## src/rtl/lio_pkg.sv

```systemverilog
package lio_pkg;

  // fixed field widths
  localparam int SIDE_W    = 7;
  localparam int OUT_W     = 13;
  localparam logic [OUT_W-1:0] OUT_MAX = 13'h1FFF;
  localparam int FIRST_LABEL = 2;

  // controller states
  typedef enum logic [3:0] {
    S_LOAD,
    S_SCAN_RD,
    S_SCAN_CHK,
    S_POP_RD,
    S_POP_GET,
    S_NB_RD,
    S_NB_CHK,
    S_W_RD,
    S_W_CHK,
    S_WN_RD,
    S_WN_LBL,
    S_WN_ADD,
    S_W_FIN,
    S_OUT
  } state_t;

  // datapath commands
  typedef enum logic [3:0] {
    OP_LOAD,
    OP_SCAN_RD,
    OP_SCAN_CHK,
    OP_POP,
    OP_CUR,
    OP_NB_RD,
    OP_NB_CHK,
    OP_W_RD,
    OP_W_CHK,
    OP_WN_RD,
    OP_WN_LBL,
    OP_WN_ADD,
    OP_W_FIN,
    OP_OUT
  } op_t;

  // datapath status towards the controller
  typedef struct packed {
    logic acc_last;
    logic scan_end;
    logic is_land;
    logic is_water;
    logic sp_zero;
    logic k_last;
    logic out_free;
  } stat_t;

endpackage

```

## src/rtl/lio_ctrl.sv

```systemverilog
module lio_ctrl (
  input  logic           clk,
  input  logic           rst_n,
  input  lio_pkg::stat_t stat,
  output lio_pkg::op_t   op
);
  import lio_pkg::*;

  state_t state_r, state_nxt;

  // state register
  always_ff @(posedge clk) begin
    if (!rst_n) begin
      state_r <= S_LOAD;
    end else begin
      state_r <= state_nxt;
    end
  end

  // next state
  always_comb begin
    state_nxt = state_r;
    case (state_r)
      S_LOAD:     if (stat.acc_last) state_nxt = S_SCAN_RD;
      S_SCAN_RD:  state_nxt = stat.scan_end ? S_W_RD : S_SCAN_CHK;
      S_SCAN_CHK: state_nxt = stat.is_land ? S_POP_RD : S_SCAN_RD;
      S_POP_RD:   state_nxt = stat.sp_zero ? S_SCAN_RD : S_POP_GET;
      S_POP_GET:  state_nxt = S_NB_RD;
      S_NB_RD:    state_nxt = S_NB_CHK;
      S_NB_CHK:   state_nxt = stat.k_last ? S_POP_RD : S_NB_RD;
      S_W_RD:     state_nxt = stat.scan_end ? S_OUT : S_W_CHK;
      S_W_CHK:    state_nxt = stat.is_water ? S_WN_RD : S_W_RD;
      S_WN_RD:    state_nxt = S_WN_LBL;
      S_WN_LBL:   state_nxt = S_WN_ADD;
      S_WN_ADD:   state_nxt = stat.k_last ? S_W_FIN : S_WN_RD;
      S_W_FIN:    state_nxt = S_W_RD;
      S_OUT:      if (stat.out_free) state_nxt = S_LOAD;
      default:    state_nxt = S_LOAD;
    endcase
  end

  // command decode
  always_comb begin
    case (state_r)
      S_LOAD:     op = OP_LOAD;
      S_SCAN_RD:  op = OP_SCAN_RD;
      S_SCAN_CHK: op = OP_SCAN_CHK;
      S_POP_RD:   op = OP_POP;
      S_POP_GET:  op = OP_CUR;
      S_NB_RD:    op = OP_NB_RD;
      S_NB_CHK:   op = OP_NB_CHK;
      S_W_RD:     op = OP_W_RD;
      S_W_CHK:    op = OP_W_CHK;
      S_WN_RD:    op = OP_WN_RD;
      S_WN_LBL:   op = OP_WN_LBL;
      S_WN_ADD:   op = OP_WN_ADD;
      S_W_FIN:    op = OP_W_FIN;
      S_OUT:      op = OP_OUT;
      default:    op = OP_LOAD;
    endcase
  end

endmodule

```

## config.mk

```make
export PLATFORM = sky130hd
export DESIGN_NAME = lio_ctrl
export DESIGN_NICKNAME = d
export VERILOG_FILES = /design/src/rtl/lio_pkg.sv /design/src/rtl/lio_ctrl.sv
export SDC_FILE = /design/constraint.sdc
export NUM_CORES = 1
export LEC_CHECK = 0
export ABC_AREA = 1
export BUFFER_PORTS_ARGS = -buffer_cell sky130_fd_sc_hd__buf_4
export CAP_MARGIN = 20
export CORE_AREA = 8 8 45 47
export CTS_CLUSTER_SIZE = 20
export DETAILED_ROUTE_END_ITERATION = 10
export DIE_AREA = 0 0 53 55
export MAX_ROUTING_LAYER = met4
export PLACE_DENSITY = 0.59
export SYNTH_ARGS = -nofsm -noshare
export SYNTH_HDL_FRONTEND = slang
export SYNTH_SLANG_ARGS = --single-unit
```

## constraint.sdc

```tcl
create_clock -name clk -period 3.1 [get_ports clk]
set_input_delay 0.62 -clock clk [delete_from_list [all_inputs] [get_ports clk]]
set_output_delay 0.62 -clock clk [all_outputs]
set_load 0.1 [all_outputs]
```

==> results.md <==
- Yosys warns: 0
- Routed WL: 1170 µm
- IO Port Bufs: 12
- Worst IR drop on VDD: 0.000344 V
- Hpwl dp: 929 µm
- Synth top area cells: dfxtp_1, nand2_1, nor2_1
- Top post-synthesis cells by count: nand2_1, nor2_1, inv_1, dfxtp_1, nand3_1
- Setup violation total in the final timing report: 0
- Post-synthesis simple-gate area fraction: 44.7%
- Largest net degree at the start of global routing: 8
- Slowest stage cell, crit path: dfxtp_1
- Drt drc: 0
- Starting Density: 33.0%
- Fin area: 589 µm²
- Setup crit start: op[0]$_DFF_P_
- Die Ht: 55 µm
- Total CTS buffers: 3
- Power consumption: 0.371 mW
- Adder-cell area share of the yosys netlist: 0%
- Setup ws final: 1.62 ns
- Yosys cell types: 15
- Critical Path Sink Type: primary output
- Post-synth top area share: 35.1%
- Startpoint types: flop
- Post-synth EDFFs: 0
- Post-synthesis mux area share: 0%
- Ant. Diodes: 0
- Post-synthesis compound-gate area fraction: 10.4%
- Post-synth top flop: dfxtp_1
- R2R Path Start: state_r[2]$_SDFFE_PN0N_
- RePlAce Congestion: 0.783
- Maximum clock frequency: 0.676 GHz
- Largest family of logic cells by synthesized area: simple AND/OR/NAND/NOR gates
- Reg-to-reg setup timing slack: 1.86 ns
- FF-to-FF End: op[2]$_DFF_P_
- R2r worst-path depth: 9
- Vias: 496
- Initial DRC Count: 12
- Clk root buf: clkbuf_4
- Final hold viol count: 0
- Layout area overhead: 29.0%
- Detail Route Antenna Nets: 0
- Share of layout cells above drive strength 1: 20.9%
- Slew HR: 81.5%
- HP Start: rst_n
- RSZ-0062 raised after global routing: false
- Fill cells: 145
- Finished Core Util: 42.6%
- Clock sinks: 8
- DRT Pass-1 Iters: 4
- Fin Clk Skew: 0.00417 ns
- Leak: 0.309 nW
- Die area: 2920 µm²
- Cell taking the most area after synthesis: dfxtp_1
- Crit Path Max Fanout: 1
- Worst skew pair latency: 0.26 ns
- Pwr Density: 629 nW/µm²
- Die X: 53 µm
- Final layout net count: 102
- CTS resizes: 0
- Setup_tns: 0 ns
- Max_cap viols: 0
- Final Cycle Share: 47.7%
- Setup repair bufs after CTS: 0
- Worst slew pin tran: 0.280 ns
- Register area share after synthesis: 35.1%
- Asr flop ratio synth: 0%
- Post-Synth XOR/XNOR Area: 0%
- Dpl ws: 1.77 ns
- HP Class: in -> reg
- End of the worst hold path: state_r[2]$_SDFFE_PN0N_
- Critical path type: reg -> out
- Largest delay share family, worst path: flip-flops
- Crit-path max cell delay: 0.31 ns
- Depth of the CTS H-tree: 1
- Vias/cell: 4.64
- Post-layout min period: 1.48 ns
- Syn Nets: 85
- CTS Buffer Depth: 2
- Required @ worst endpoint: 2.48 ns
- Crit-path cells: buf_4
- Flops & latches, synth: 8
- CTS tree: built
- Outcome: complete, no violations
- Buf/Inv on CP: 1
- Core ar.: 1380 µm²
- Vias in the first global route: 488
- Total GRT Usage: 9.58%
- First-pass GRT wire length: 1960 µm
- Clk pin slew, worst setup/hold paths: 0.05 ns
- Post-Synthesis Cell Area: 457 µm²
- Hold buffers post-CTS: 0
- Slew Viols, Final: 0
- Post-synthesis cell count: 76
- Worst path arrival time: 0.86 ns
- Antenna violations before repair: 0
- Grt ovf: 0
- Wire length per cell: 10.9 µm
- Worst Hold Depth: 3
- Rows: 14
- # IOs: 13
- Count leader, synth: nand2_1
- Synthesized area per cell: 6.01 µm²
- DP Area: 567 µm²
how the worst max path moves through the flow:
stage / end / slack [ns] / cells past startpoint
floorplan: op[0] / 1.57 / 0
global placement: op[2]$_DFF_P_ / 1.76 / 7
detailed placement: op[2]$_DFF_P_ / 1.77 / 7
CTS: op[0] / 1.62 / 1
global route: op[0] / 1.59 / 1
finish: op[0] / 1.62 / 1
per-layer routing:
metal / GRT usage [%] / wire length [µm] / share of wire [%]
met5: - / 0 / 0
met4: 7.76 / 38 / 3.3
met3: 2.41 / 91 / 7.8
met2: 14.6 / 518 / 44
met1: 10.4 / 519 / 44
tightest hold or removal path, stage by stage:
cell and delay, ns:
buf_4 0.08, nand2_1 0.06, inv_1 0.04
power by group:
part / switching, mW / leakage [nW] / internal [mW]
clock: 0.0340 / 0.0138 / 0.0442
sequential: 0.0143 / 0.0657 / 0.120
combinational: 0.116 / 0.229 / 0.0430
total: 0.164 / 0.309 / 0.207
flip-flops by register name, indices dropped and copies added, names as in the netlist:
signal   cells
op           4
state_r      4
cells by family (layout without fill, tap and decap cells):
family                 count (synthesis)  in the layout
and+or+nand+nor                       48             48
buffers and inverters                 12             27
AOI/OAI and AO/OA                      8              8
DFF                                    8              8
stage by stage:
stage,hold WS (ns),std cells
after floorplan,0.622,76
after global placement,0.687,104
after detailed placement,0.675,104
after CTS,0.579,107
after global routing,0.592,107
final,0.577,107
final cells by class:
class                   count  area [µm²]  share of cell area [%]
repair buffers             12        90.1                    15.3
well taps                  16        20.0                    3.40
inverters                  12        45.0                    7.64
clock buffers               3        22.5                    3.82
flip-flops and latches      8         160                    27.2
multi-input cells          56         251                    42.7
cell usage in the layout (no fill, tap or decap):
master     n
buf_4     12
nor2_1    14
inv_2      2
nor3_2     1
inv_1      9
nor2_2     1
clkbuf_4   3
nand3_1    5
a21oi_1    4
nand2_1   24
nand3b_1   2
dfxtp_1    8
o211ai_1   1
o21ai_1    2
o211a_1    1
clkinv_1   1
nor3_1     1
No activity file was read; power rests on OpenSTA's default activity.
